File: config.mk
export PLATFORM = sky130hd
export DESIGN_NAME = page_buffer_pin_manager
export DESIGN_NICKNAME = d
export VERILOG_FILES = /design/src/pbpm_pkg.sv /design/src/page_buffer_pin_manager.sv
export SDC_FILE = /design/constraint.sdc
export NUM_CORES = 1
export LEC_CHECK = 0
export BUFFER_PORTS_ARGS = -buffer_cell sky130_fd_sc_hd__buf_2
export CAP_MARGIN = 5
export CORE_MARGIN = 2
export CORE_UTILIZATION = 41
export DETAILED_ROUTE_END_ITERATION = 10
export PLACE_DENSITY_LB_ADDON = 0.1
export SLEW_MARGIN = 20
export SYNTH_ARGS = -nofsm -noshare
export SYNTH_HDL_FRONTEND = slang
export SYNTH_SLANG_ARGS = --single-unit
File: constraint.sdc
create_clock -name clk_i -period 8.2 [get_ports clk_i]
set_clock_uncertainty 0.05 [all_clocks]
set_input_delay 1.23 -clock clk_i [delete_from_list [all_inputs] [get_ports clk_i]]
set_output_delay 1.23 -clock clk_i [all_outputs]
set_load 0.02 [all_outputs]
File: src/pbpm_pkg.sv
package pbpm_pkg;

  localparam int unsigned SLOTS   = 16;
  localparam int unsigned SlotW   = (SLOTS > 1) ? $clog2(SLOTS) : 1;
  localparam int unsigned PinW    = 8;
  localparam int unsigned FileW   = 8;
  localparam int unsigned PageW   = 24;
  localparam int unsigned IdxOutW = 4;

  localparam logic [PinW-1:0] PIN_MAX = {PinW{1'b1}};

  typedef enum logic [2:0] {
    CMD_PIN   = 3'd0,
    CMD_UNPIN = 3'd1,
    CMD_DIRTY = 3'd2,
    CMD_FLUSH = 3'd3,
    CMD_CLEAR = 3'd4
  } cmd_e;

  typedef enum logic [2:0] {
    STS_OK       = 3'd0,
    STS_NOT_FND  = 3'd1,
    STS_NO_FREE  = 3'd2,
    STS_NOT_PIN  = 3'd3,
    STS_PIN_OVF  = 3'd4
  } status_e;

  typedef enum logic [1:0] {
    ACT_NONE  = 2'd0,
    ACT_READ  = 2'd1,
    ACT_WRITE = 2'd2
  } action_e;

  typedef enum logic [2:0] {
    ST_IDLE,
    ST_OP,
    ST_SCAN,
    ST_TAIL,
    ST_FINAL
  } state_e;

  typedef struct packed {
    logic [PinW-1:0] pins;
    logic            dirty;
  } entry_t;

  function automatic logic [IdxOutW-1:0] slot_field(logic [SlotW-1:0] idx);
    logic [SlotW+IdxOutW-1:0] ext;
    ext = {{IdxOutW{1'b0}}, idx};
    return ext[IdxOutW-1:0];
  endfunction

endpackage

File: src/page_buffer_pin_manager.sv
// Pin and tag bookkeeping for a pool of page slots.
//
// Command channel: present command_i, file_id_i and page_number_i with
// start_i; the command is taken at a clock edge where start_i is high and
// busy_o is low. Results come back on status_o, slot_index_o, action_o,
// action_file_o, action_page_o and last_o, each valid for exactly one cycle
// while valid_o is high; last_o marks the final result of a command.
//
// Pin, unpin and mark dirty: tags are compared against every slot in the
// accept cycle, the pin count and dirty bit of the chosen slot are read from
// the slot memory, updated and written back in the next cycle. The result
// shows from the result register; a new command waits while busy_o is high.
// Flush and clear file sweep the slot memory one slot per cycle, busy until
// the sweep and its final result are done, with up to SLOTS write-back
// results. The sweep is bounded by the single memory read port.
//
// Reset empties the pool (no valid slot, no pins, all clean). The receiver
// cannot stall: each result is taken in the cycle it is shown.
module page_buffer_pin_manager (
  input  logic                       clk_i,
  input  logic                       rst_ni,
  input  logic                       start_i,
  output logic                       busy_o,
  input  logic [2:0]                 command_i,
  input  logic [pbpm_pkg::FileW-1:0] file_id_i,
  input  logic [pbpm_pkg::PageW-1:0] page_number_i,
  output logic                       valid_o,
  output logic [2:0]                 status_o,
  output logic [3:0]                 slot_index_o,
  output logic [1:0]                 action_o,
  output logic [pbpm_pkg::FileW-1:0] action_file_o,
  output logic [pbpm_pkg::PageW-1:0] action_page_o,
  output logic                       last_o
);
  import pbpm_pkg::*;

  localparam logic [SlotW-1:0] LastIdx = SlotW'(SLOTS - 1);

  state_e state_q, state_d;

  // command registers
  cmd_e             cmd_q;
  logic [FileW-1:0] file_q;
  logic [PageW-1:0] page_q;
  logic             hit_q, hit_d;
  logic [SlotW-1:0] hit_idx_q, hit_idx_d;
  logic             free_q, free_d;
  logic [SlotW-1:0] free_idx_q, free_idx_d;
  logic [SlotW-1:0] cnt_q, cnt_d;

  // tag store, compared in parallel
  logic [SLOTS-1:0] tag_v_q, tag_v_d;
  logic [FileW-1:0] tag_file_q [SLOTS];
  logic [PageW-1:0] tag_page_q [SLOTS];
  logic             tag_load;
  logic [SlotW-1:0] tag_idx;
  logic [SLOTS-1:0] nz_q, nz_d;       // slot has nonzero pins
  logic [SLOTS-1:0] mem_ok_q, mem_ok_d;

  // slot memory: pin count and dirty bit
  entry_t           mem [SLOTS];
  entry_t           rd_q;
  logic             rd_ok_q;
  logic [SlotW-1:0] rd_idx_q;
  logic             mem_we, mem_re;
  logic [SlotW-1:0] mem_wa, mem_ra;
  entry_t           mem_wd;
  entry_t           cur;

  // pending write-back held until the next one or the end of the sweep
  logic             hold_v_q, hold_v_d;
  logic [SlotW-1:0] hold_slot_q, hold_slot_d;
  logic [PageW-1:0] hold_page_q, hold_page_d;

  // result register
  logic             out_v_q, emit;
  status_e          out_status_q, e_status;
  logic [SlotW-1:0] out_slot_q, e_slot;
  action_e          out_action_q, e_action;
  logic [FileW-1:0] out_file_q, e_file;
  logic [PageW-1:0] out_page_q, e_page;
  logic             out_last_q, e_last;

  logic [SLOTS-1:0] hit_vec, match_file;
  logic             accept, scan_chk, qual;
  logic [PinW-1:0]  pins_dec;

  assign busy_o = (state_q != ST_IDLE);
  assign accept = start_i && !busy_o;

  always_comb begin
    for (int i = 0; i < SLOTS; i++) begin
      hit_vec[i]    = tag_v_q[i] && (tag_file_q[i] == file_id_i) &&
                      (tag_page_q[i] == page_number_i);
      match_file[i] = tag_v_q[i] && (tag_file_q[i] == file_q);
    end
  end

  // lowest matching slot and lowest slot with zero pins
  always_comb begin
    hit_d      = 1'b0;
    hit_idx_d  = '0;
    free_d     = 1'b0;
    free_idx_d = '0;
    for (int i = SLOTS - 1; i >= 0; i--) begin
      if (hit_vec[i]) begin
        hit_d     = 1'b1;
        hit_idx_d = SlotW'(i);
      end
      if (!nz_q[i]) begin
        free_d     = 1'b1;
        free_idx_d = SlotW'(i);
      end
    end
  end

  // next state
  always_comb begin
    state_d = state_q;
    unique case (state_q)
      ST_IDLE: begin
        if (accept) begin
          if (cmd_e'(command_i) == CMD_FLUSH || cmd_e'(command_i) == CMD_CLEAR) begin
            state_d = ST_SCAN;
          end else begin
            state_d = ST_OP;
          end
        end
      end
      ST_OP:    state_d = ST_IDLE;
      ST_SCAN:  if (cnt_q == LastIdx) state_d = ST_TAIL;
      ST_TAIL:  state_d = ST_FINAL;
      ST_FINAL: state_d = ST_IDLE;
      default:  state_d = ST_IDLE;
    endcase
  end

  assign cur      = rd_ok_q ? rd_q : '0;
  assign pins_dec = cur.pins - PinW'(1);
  assign scan_chk = (state_q == ST_SCAN && cnt_q != '0) || (state_q == ST_TAIL);
  assign qual     = scan_chk && match_file[rd_idx_q] && cur.dirty;

  // datapath and outputs
  always_comb begin
    mem_re      = 1'b0;
    mem_ra      = cnt_q;
    mem_we      = 1'b0;
    mem_wa      = rd_idx_q;
    mem_wd      = cur;
    cnt_d       = cnt_q;
    tag_v_d     = tag_v_q;
    nz_d        = nz_q;
    mem_ok_d    = mem_ok_q;
    tag_load    = 1'b0;
    tag_idx     = free_idx_q;
    hold_v_d    = hold_v_q;
    hold_slot_d = hold_slot_q;
    hold_page_d = hold_page_q;
    emit        = 1'b0;
    e_status    = STS_OK;
    e_slot      = '0;
    e_action    = ACT_NONE;
    e_file      = '0;
    e_page      = '0;
    e_last      = 1'b1;

    unique case (state_q)
      ST_IDLE: begin
        if (accept) begin
          mem_re   = 1'b1;
          mem_ra   = hit_d ? hit_idx_d : free_idx_d;
          cnt_d    = '0;
          hold_v_d = 1'b0;
        end
      end

      ST_OP: begin
        emit = 1'b1;
        unique case (cmd_q)
          CMD_PIN: begin
            if (hit_q) begin
              e_slot = hit_idx_q;
              if (cur.pins == PIN_MAX) begin
                e_status = STS_PIN_OVF;
              end else begin
                mem_we      = 1'b1;
                mem_wd.pins = cur.pins + PinW'(1);
                nz_d[hit_idx_q] = 1'b1;
              end
            end else if (free_q) begin
              mem_we       = 1'b1;
              mem_wa       = free_idx_q;
              mem_wd.pins  = PinW'(1);
              mem_wd.dirty = 1'b0;
              tag_load     = 1'b1;
              tag_v_d[free_idx_q] = 1'b1;
              nz_d[free_idx_q]    = 1'b1;
              e_slot   = free_idx_q;
              e_action = ACT_READ;
              e_file   = file_q;
              e_page   = page_q;
            end else begin
              e_status = STS_NO_FREE;
            end
          end
          CMD_UNPIN: begin
            if (!hit_q) begin
              e_status = STS_NOT_FND;
            end else if (cur.pins == '0) begin
              e_status = STS_NOT_PIN;
              e_slot   = hit_idx_q;
            end else begin
              e_slot      = hit_idx_q;
              mem_we      = 1'b1;
              mem_wd.pins = pins_dec;
              if (pins_dec == '0) begin
                nz_d[hit_idx_q] = 1'b0;
                if (cur.dirty) begin
                  mem_wd.dirty = 1'b0;
                  e_action     = ACT_WRITE;
                  e_file       = file_q;
                  e_page       = page_q;
                end
              end
            end
          end
          CMD_DIRTY: begin
            if (!hit_q) begin
              e_status = STS_NOT_FND;
            end else if (cur.pins == '0) begin
              e_status = STS_NOT_PIN;
              e_slot   = hit_idx_q;
            end else begin
              e_slot       = hit_idx_q;
              mem_we       = 1'b1;
              mem_wd.dirty = 1'b1;
            end
          end
          default: begin
          end
        endcase
      end

      ST_SCAN, ST_TAIL: begin
        if (state_q == ST_SCAN) begin
          mem_re = 1'b1;
          mem_ra = cnt_q;
          cnt_d  = cnt_q + SlotW'(1);
        end
        if (qual) begin
          mem_we       = 1'b1;
          mem_wd.dirty = 1'b0;
          if (cmd_q == CMD_CLEAR) begin
            mem_wd.pins       = '0;
            tag_v_d[rd_idx_q] = 1'b0;
            nz_d[rd_idx_q]    = 1'b0;
          end
          // release the previous write-back, it is not the last one
          if (hold_v_q) begin
            emit     = 1'b1;
            e_slot   = hold_slot_q;
            e_action = ACT_WRITE;
            e_file   = file_q;
            e_page   = hold_page_q;
            e_last   = 1'b0;
          end
          hold_v_d    = 1'b1;
          hold_slot_d = rd_idx_q;
          hold_page_d = tag_page_q[rd_idx_q];
        end
      end

      ST_FINAL: begin
        emit = 1'b1;
        if (hold_v_q) begin
          e_slot   = hold_slot_q;
          e_action = ACT_WRITE;
          e_file   = file_q;
          e_page   = hold_page_q;
        end
        hold_v_d = 1'b0;
      end

      default: begin
      end
    endcase

    if (mem_we) begin
      mem_ok_d[mem_wa] = 1'b1;
    end
  end

  always_ff @(posedge clk_i or negedge rst_ni) begin
    if (!rst_ni) begin
      state_q  <= ST_IDLE;
      tag_v_q  <= '0;
      nz_q     <= '0;
      mem_ok_q <= '0;
      hold_v_q <= 1'b0;
      out_v_q  <= 1'b0;
      cnt_q    <= '0;
    end else begin
      state_q  <= state_d;
      tag_v_q  <= tag_v_d;
      nz_q     <= nz_d;
      mem_ok_q <= mem_ok_d;
      hold_v_q <= hold_v_d;
      out_v_q  <= emit;
      cnt_q    <= cnt_d;
    end
  end

  always_ff @(posedge clk_i) begin
    if (accept) begin
      cmd_q      <= cmd_e'(command_i);
      file_q     <= file_id_i;
      page_q     <= page_number_i;
      hit_q      <= hit_d;
      hit_idx_q  <= hit_idx_d;
      free_q     <= free_d;
      free_idx_q <= free_idx_d;
    end
    if (tag_load) begin
      tag_file_q[tag_idx] <= file_q;
      tag_page_q[tag_idx] <= page_q;
    end
    hold_slot_q <= hold_slot_d;
    hold_page_q <= hold_page_d;
    if (emit) begin
      out_status_q <= e_status;
      out_slot_q   <= e_slot;
      out_action_q <= e_action;
      out_file_q   <= e_file;
      out_page_q   <= e_page;
      out_last_q   <= e_last;
    end
  end

  // slot memory, one write and one registered read per cycle
  always_ff @(posedge clk_i) begin
    if (mem_we) begin
      mem[mem_wa] <= mem_wd;
    end
    if (mem_re) begin
      rd_q     <= mem[mem_ra];
      rd_ok_q  <= mem_ok_q[mem_ra];
      rd_idx_q <= mem_ra;
    end
  end

  assign valid_o       = out_v_q;
  assign status_o      = out_status_q;
  assign slot_index_o  = slot_field(out_slot_q);
  assign action_o      = out_action_q;
  assign action_file_o = out_file_q;
  assign action_page_o = out_page_q;
  assign last_o        = out_last_q;

endmodule
Word-level counts from Yosys, hierarchy flattened
Memories as Yosys holds them, arrays and structs flattened. A register that Yosys moved wholly into a read port is not among the register bits.
Cells that the tools add are included.
{ "classes": {"add_sub_neg": 3, "n_lt_le_gt_ge": 9, "eq_ne": 73, "muxes": 174, "bitwise": 9, "reduce_logical": 78} }
{ "ops": {"columns": ["cell", "n"], "rows": [
  ["$eq A24 B24 Y1", 16],
  ["$eq A8 B8 Y1", 32],
  ["$mux W16", 13],
  ["$mux W24", 8],
  ["$mux W4", 46],
  ["$pmux W16 S2", 3],
  ["$mux W8", 11],
  ["$pmux W24 S3", 1],
  ["$or A16 B16 Y16", 4],
  ["$logic_and A1 B1 Y1", 56],
  ["$mux W1", 49],
  ["$and A16 B16 Y16", 3],
  ["$pmux W24 S2", 1],
  ["$mux W9", 5],
  ["$not A16 Y16", 2],
  ["$pmux W8 S2", 2],
  ["$lt A4 B5 Y1 const B", 5],
  ["$pmux W8 S3", 1],
  ["$mux W2", 10],
  ["$pmux W9 S2", 1],
  ["$demux W1 S4", 4],
  ["$ge A4 B1 Y1 const B", 4],
  ["$logic_not A8 Y1", 2],
  ["$ne A2 B2 Y1 const B", 8],
  ["other kinds (32)", 59]
]} }
{ "totals": {"regBits": 153, "ram_bits": 656, "in_bits": 38, "output_inout_bits": 44, "mem_count": 3} }
{ "mem_list": {"columns": ["name", "depth", "word_bits", "rd", "rd_clocked_by_memory_dff", "write_ports", "line", "text"], "rows": [
  ["tag_page_q", 16, 24, 17, 1, 1, "page_buffer_pin_manager.sv:54", "logic [PageW-1:0] tag_page_q [SLOTS];"],
  ["mem", 16, 9, 1, 1, 1, "page_buffer_pin_manager.sv:61", "entry_t mem [SLOTS];"],
  ["tag_file_q", 16, 8, 16, 0, 1, "page_buffer_pin_manager.sv:53", "logic [FileW-1:0] tag_file_q [SLOTS];"]
]} }

Longest topological paths before layout
Gate-level depths: netlist of run 1.
An unclocked memory read counts as a cell.
{ "logic_depth": {"depth_word": 25, "mapped_depth": 17, "mapped_depth_nobuf": 14} }

Worst setup path after synthesis of run 1
OpenSTA, ideal clock, no wires.
{ "synth_timing": {"path_kind": "reg2reg", "from": "reg file_q[2]", "to": "reg out_file_q[0] (netlist: action_file_o[0]), enable pin", "arrival_ns": 4.845, "setup_slack_ns": 2.804, "stages_incl_launch_ff": 13, "n_path_buf": 2, "cell_sequence": "edfxtp_1 clkbuf_1 clkbuf_1 xnor2_1 nand3_1 o311ai_0 o311ai_0 o311ai_0 o2111ai_1 or2_2 inv_1 nand2_1 o21ai_0"} }
{ "synth_between": {"elab_chain_len": 8} }
{ "synth_rtl": {"columns": ["item", "line", "text"], "rows": [
  ["start: declaration", "page_buffer_pin_manager.sv:43", "logic [FileW-1:0] file_q;"],
  ["start signal: assignment", "page_buffer_pin_manager.sv:316", "file_q <= file_id_i;"],
  ["$eq A8 B8 Y1", "page_buffer_pin_manager.sv:95", "match_file[i] = tag_v_q[i] && (tag_file_q[i] == file_q);"],
  ["$logic_and A1 B1 Y1", "page_buffer_pin_manager.sv:95", null],
  ["$bmux W1 S4 *", "page_buffer_pin_manager.sv:141", "assign qual = scan_chk && match_file[rd_idx_q] && cur.dirty;"],
  ["$mux W1 (implied by the code) *", "page_buffer_pin_manager.sv:141", null],
  ["$logic_and A1 B1 Y1 * (2 in series)", "page_buffer_pin_manager.sv:141", null],
  ["$mux W1 *", "page_buffer_pin_manager.sv:250", "if (qual) begin"],
  ["$pmux W1 S2 *", "page_buffer_pin_manager.sv:167", "unique case (state_q)"],
  ["via emit", "page_buffer_pin_manager.sv:76", "logic out_v_q, emit;"],
  ["end signal: assignment", "page_buffer_pin_manager.sv:333", "out_file_q <= e_file;"],
  ["end: declaration", "page_buffer_pin_manager.sv:80", "logic [FileW-1:0] out_file_q, e_file;"]
]} }
Mark *: on every way through the listed nets, which the timed path passes. The rest lies on a longest branch. The select of a mux whose other input is x is not followed.
A chain may end at the register's enable or synchronous reset.

Worst setup path after layout of run 1
{ "layout_timing": {"from": "in file_id_i[0] (netlist bit)", "to": "reg rd_q[4] (netlist name)"} }
{ "layout_between": {"elab_chain_len": 22} }
{ "layout_rtl": {"columns": ["item", "line", "text"], "rows": [
  ["start: declaration", "page_buffer_pin_manager.sv:25", "input logic [pbpm_pkg::FileW-1:0] file_id_i,"],
  ["$eq A8 B8 Y1", "page_buffer_pin_manager.sv:93", "hit_vec[i] = tag_v_q[i] && (tag_file_q[i] == file_id_i) &&"],
  ["$logic_and A1 B1 Y1 (2 in series)", "page_buffer_pin_manager.sv:93", null],
  ["$mux W4 / $mux W1 (equally long branches) (16 in series)", "page_buffer_pin_manager.sv:106", "if (hit_vec[i]) begin"],
  ["$mux W4 *", "page_buffer_pin_manager.sv:171", "mem_ra = hit_d ? hit_idx_d : free_idx_d;"],
  ["$mux W4 *", "page_buffer_pin_manager.sv:169", "if (accept) begin"],
  ["$mux W4 *", null, null]
]} }
Every way passes the cells marked *; elsewhere a longest branch is shown, timed or not.

==> metrics.txt, run 1 <==
crit path buf inv count 4; Setup TNS 0 ps; via count 30000; DR DRC count 0; Final Wtd Congestion 0.996; critical-path cell list buf_2 -> buf_4 -> xor2_1 -> nor4_1 -> nand4_1 -> or4_1 -> nand4_1 -> nor4_2 -> a21oi_1 -> a21o_2 -> clkinv_1 -> buf_4 -> mux2_2 -> o211a_1 -> or4_1; Worst-Margin Slew 1180 ps; CTS tree done; R2R setup slack 2670 ps; Synth Net Count 3228; CTS sink count 842; Final ANT Viol Nets 0; Crit path required time 8590 ps; Startpoint Class primary input; Starting Density 41.2%; Hold Buf Count CTS 0; # Max-Cap Violations 0; dpl cells 4530; largest net degree at the start of global routing 60; Root Buffer clkbuf_16; critical path depth in cells 15; status finished, final reports clean; Min-Delay Path Depth 1; Area Overhead vs Synth 12.3%; peak supply drop 169 uV; crit path kind in -> reg; reg2reg path depth 11; period utilization 75.1%; number of global-route vias before repair 28900; Clock Latency Late Sink 720 ps; DRT iter0 DRCs 4121; gr usage total 31.9%; Die ar. 0.107 sq mm; most frequent cells in the layout edfxtp_1, xor2_1, xnor2_1, nand2_1, nor4_1; Yosys cell types 85; Mapped Avg Cell Area 13.4 sq um; Layout Cells excl Fill 4714; Core Region 0.103 sq mm; Syn Std Cell Area 0.0426 sq mm; Worst Setup End Kind register; Rows 118; Arr. time, crit path 6550 ps; H-tree depth 3; postcts setup bufs 0; Power Density 294 mW/mm^2; Via-to-Cell Ratio 6.37; Crit path largest cell delay 700 ps; final max-slew violation count 0; cts repair resizes 0; CP max-delay cell or4_1; Fmax achieved 162 MHz; max_slew headroom 20.5%; initial antenna violation count 10; first-pass GRT wire length 236000 um; total CTS buffers 98; RSZ-0062 raised after global routing no; fin crit period 6160 ps; hold endpoint mem_ok_q[10]; total length of routed wires 172000 um; EDFF count, synth 785; GRT Residual Overflow 0; Hold Path Class reg -> reg; commonest non-fill, non-tap cell in the layout edfxtp_1; Hold Path Origin mem_ok_q[10]; Yosys reg bits 842; Avg WL per Cell 36.5 um; Vert. Die Dim 326 um; # IOs 82; DR pass1 iterations 8; nets 3294; CP max FO 39; setup ws final 2040 ps; layout cells sized above 1 15.1%; sequential share of the synthesized area 58.7%; Hold Violations, Final 0; Max clock buf depth 3; synthesized instance count 3185; Async SR Flop Fraction 6.77%; post-DP HPWL 129000 um; fin util 46.3%; clk slew on worst S/H paths 60 ps; number of port buffers 81; Syn. warnings 0; dpl ws 1440 ps; Final setup viols 0; Chip Width 326 um; worst r2r dst mem[0][3]; leakage power 0.0156 uW; RR Startpoint file_q[0]; critical path's top delay family simple AND/OR/NAND/NOR gates; Main synth FF type edfxtp_1; WHS 415 ps
## registers in the layout (all words and copies together), names as in the netlist, 8 cells and up
name and cells:
mem_ok_q 16, file_q 8, mem 144, hold_page_q 24, page_q 24, tag_v_q 16, tag_page_q 384, action_page_o 24
tag_file_q 128, rd_q 9, nz_q 16, action_file_o 8
## per-stage QoR
| stage | cell area, sq um | power [uW] |
|---|---|---|
| finish | 47900 | 14100 |
| CTS | 47800 | 14100 |
| global placement | 44600 | 9660 |
| detailed placement | 44600 | 9680 |
| floorplan | 42600 | 8000 |
| global route | 47900 | 14500 |
## power by group
part / total [uW] / switching, uW / leakage, uW / internal, uW
Clock: 4390 / 1890 / 0.00156 / 2500
Sequential: 5680 / 407 / 0.00792 / 5270
Combinational: 4010 / 2670 / 0.00613 / 1340
Total: 14100 / 4970 / 0.0156 / 9110
## logic make-up (layout without fill, tap and decap cells)
kind of cell	Yosys count	count (layout)	synth area share [%]
xor gates and xnor gates	641	641	13.2
adders and majority gates	5	5	0.147
DFF	842	842	58.7
buffers and inverters	231	379	2.28
muxes	182	182	7.88
other	0	1	0
and+or+nand+nor	908	908	11.7
AOI/OAI and AO/OA	376	376	6.09
## cells in the mapped netlist, drive strengths merged (46+ instances only)
cell	number	area, sq um
clkbuf	106	398
edfxtp	785	23600
nor2	106	398
nand3	73	365
nor3	46	230
dfrtp	57	1430
mux4	121	2730
nand2	170	641
o21ai	57	285
nand4	124	776
nand2b	47	294
buf	83	417
a21oi	96	480
xnor2	270	2360
nor4	169	1060
xor2	371	3250
## how the worst max path moves through the flow
stage,from,endpoint
after floorplan,file_q[2],action_file_o[0]
after global placement,file_id_i[0],rd_q[4]
after detailed placement,file_id_i[0],rd_q[4]
after CTS,file_id_i[0],rd_q[4]
after global routing,file_id_i[0],rd_q[4]
final,file_id_i[0],rd_q[4]
## routing by layer
metal,GRT usage [%],routed length [um],vias up
met5,0,29,-
met4,12.9,7460,4
met3,4.97,13900,277
met2,48.0,76400,1628
met1,46.1,74500,15700
li1,-,-,12400
## area by class of cell
cell class	instances	area, sq um
timing repair buffer	155	973
multi-input combinational	2112	16800
inverter	42	160
antenna	1	2.50
clock inverter	61	624
clock buffer	121	2580
tap	1380	1730
sequential	842	25000
fill	9232	55500
No activity file was read; power rests on OpenSTA's default activity.
==> run 2: changes to the inputs <==
- ABC_AREA: unset -> 1
- clock period: 8.2 -> 6.2 ns (I/O delays scaled with it)
==> run 2 against run 1 <==
Net effect: first-iteration DRC count is 53% higher; wire length is 12% higher; critical endpoint is now mem[6][6]; largest cell class unchanged; critical path type is now reg -> reg; sequential power is 35% higher; final area is 0.58% higher; largest power group unchanged; register-to-register slack worse by 1900 ps; highest routed layer unchanged.
==> metrics.txt, run 2 <==
CTS tree done (unchanged); first-pass GRT wire length 267000 um (was 236000 um); RSZ-0062 raised after global routing no (unchanged); EDFF count, synth 785 (unchanged); CTS sink count 842 (unchanged); worst r2r dst mem[6][6] (was mem[0][3]); dpl cell area 0.0449 sq mm (was 0.0446 sq mm); crit path kind reg -> reg (was in -> reg); initial antenna violation count 5 (was 10); post-route cell area 0.0481 sq mm (was 0.0479 sq mm); nets 4420 (was 3294); Die ar. 0.106 sq mm (was 0.107 sq mm); Clock Latency Late Sink 720 ps (about the same); Setup TNS 0 ps (unchanged); H-tree depth 3 (unchanged); period utilization 87.0%; fin util 46.7% (was 46.3%); post-DP HPWL 141000 um (was 129000 um); Power Density 420 mW/mm^2 (was 294 mW/mm^2); peak supply drop 270 uV (was 169 uV); status finished, final reports clean (unchanged); DR pass1 iterations 6 (was 8); reg2reg path depth 15 (was 11); Yosys reg bits 842 (unchanged); CP max FO 19 (was 39); number of global-route vias before repair 34400 (was 28900); Synth area leader edfxtp_1 (unchanged); Syn. warnings 0 (unchanged); DRT iter0 DRCs 6322 (was 4121); max reg flops 384 (unchanged); postcts setup bufs 0 (unchanged); commonest non-fill, non-tap cell in the layout nand2_1 (was edfxtp_1); clk slew on worst S/H paths 60 ps (about the same); Max clock buf depth 3 (unchanged); Root Buffer clkbuf_16 (unchanged); Yosys cell types 67 (was 85); # Max-Cap Violations 0 (unchanged); Fmax achieved 185 MHz; largest net degree at the start of global routing 58 (was 60); total CTS buffers 96 (was 98); Top reg by flops tag_page_q (unchanged); post-synth top area share 55.5% (was 55.3%); RR Startpoint file_q[5] (was file_q[0]); count leader, synth nand2_1 (was edfxtp_1); biggest regs tag_page_q: 384 flops, mem: 144 flops, tag_file_q: 128 flops (unchanged); Core Region 0.103 sq mm (about the same); Area Overhead vs Synth 13.4% (was 12.3%); Final ANT Viol Nets 0 (unchanged); # IOs 82 (unchanged); Arr. time, crit path 5660 ps (was 6550 ps); Worst-Margin Slew 1210 ps (was 1180 ps); Final Wtd Congestion 1.06 (was 0.996); Async SR Flop Fraction 6.77% (unchanged); Overall Power 20200 uW (was 14100 uW); R2R setup slack 800 ps (was 2670 ps); Chip Width 326 um (about the same); Worst Setup End Kind register (unchanged); Avg WL per Cell 33.1 um (was 36.5 um); max_slew headroom 18.9% (was 20.5%); gr usage total 35.7% (was 31.9%); Starting Density 41.2% (about the same); fin crit period 5400 ps; Syn Std Cell Area 0.0424 sq mm (was 0.0426 sq mm); sequential share of the synthesized area 58.9% (was 58.7%); GRT Residual Overflow 0 (unchanged); Synth top cells by count nand2_1, edfxtp_1, inv_1, nor2_1, nand3_1 (was edfxtp_1, xor2_1, xnor2_1, nand2_1, nor4_1); number of port buffers 81 (unchanged); Via-to-Cell Ratio 6.29 (was 6.37); Hold Violations, Final 0 (unchanged); Final setup viols 0 (unchanged); Mapped Avg Cell Area 9.97 sq um (was 13.4 sq um); WHS 356 ps (was 415 ps); main area contributors after synthesis edfxtp_1, nand2_1, dfrtp_1 (was edfxtp_1, xor2_1, mux4_2); leakage power 0.0179 uW (was 0.0156 uW); total length of routed wires 193000 um (was 172000 um); Main synth FF type edfxtp_1 (unchanged); synthesized instance count 4257 (was 3185); DR DRC count 0 (unchanged); Synth Net Count 4300 (was 3228); Hold Buf Count CTS 0 (unchanged); fill count 9864 (was 9232); Rows 118 (unchanged); Vert. Die Dim 326 um (about the same); final max-slew violation count 0 (unchanged); most frequent cells in the layout nand2_1, edfxtp_1, inv_1, nor2_1, nand3_1 (was edfxtp_1, xor2_1, xnor2_1, nand2_1, nor4_1); layout cells sized above 1 11.0% (was 15.1%); Hold Path Class in -> async (was reg -> reg); Startpoint Class register (was primary input); cts repair resizes 0 (unchanged); via count 36700 (was 30000); Crit path required time 6470 ps (was 8590 ps)
-- run 2: final cells by class --
| cell class | instances | area [sq um] | share of cell area [%] |
|---|---|---|---|
| repair buffers | 239 | 1690 | 3.51 |
| well taps | 1380 | 1730 | 3.59 |
| flip-flops and latches | 842 | 25000 | 51.9 |
| clock buffers | 117 | 2520 | 5.24 |
| multi-input cells | 2786 | 14900 | 31.0 |
| clock inverters | 62 | 741 | 1.54 |
| diodes | 1 | 2.50 | 0.00520 |
| inverters | 412 | 1560 | 3.23 |
-- run 2: cell families after synthesis --
group	count (synthesis)	synth area share [%]
adder cells (fa/ha/maj)	5	0.147
buffers and inverters	629	6.38
AND/OR/NAND/NOR	1781	18.2
AO/OA/AOI/OAI	812	12.5
XOR/XNOR	188	3.88
flip-flops	842	58.9
-- run 2: per-stage QoR --
| stage | cells | worst slack, ps |
|---|---|---|
| floorplan | 4257 | 1370 |
| global placement | 5659 | 862 |
| detailed placement | 5659 | 877 |
| CTS | 5838 | 1010 |
| global route | 5838 | 624 |
| finish | 5839 | 804 |
-- run 2: how the worst max path moves through the flow --
stage                           start          endpoint  slack, ps
floorplan                    cmd_q[0]  tag_file_q[4][0]       1370
global placement     page_number_i[0]           rd_q[4]        860
detailed placement  page_number_i[12]           rd_q[0]        880
CTS                         file_q[5]         mem[2][5]       1010
global route                file_q[5]         mem[6][1]        620
finish                      file_q[5]         mem[6][6]        800
-- run 2: routing by layer --
metal,GRT usage (%),vias up,part of all wire [%]
met5,0,-,0.011
met4,19.5,4,6.2
met3,6.75,499,12
met2,50.4,2767,41
met1,51.8,18000,41
li1,-,15400,-
-- run 2: report_power, final --
part | internal (uW) | switching, uW | total (uW)
sequential | 7100 | 544 | 7640
combinational | 1640 | 4960 | 6590
clock | 3430 | 2570 | 6000
-- run 2: critical path, cell delays in order, from the launching register on --
cell and delay [ps]:
edfxtp_1 770, inv_2 440, nand2_1 170, and3_1 160, nand3_1 70, o41ai_1 420
nand2_1 140, a221oi_1 540, o2111ai_1 200, a21oi_1 160, nand2_1 180, nor3_4 170
inv_1 90, nand3_1 240, nand3_2 280, nor2_1 890
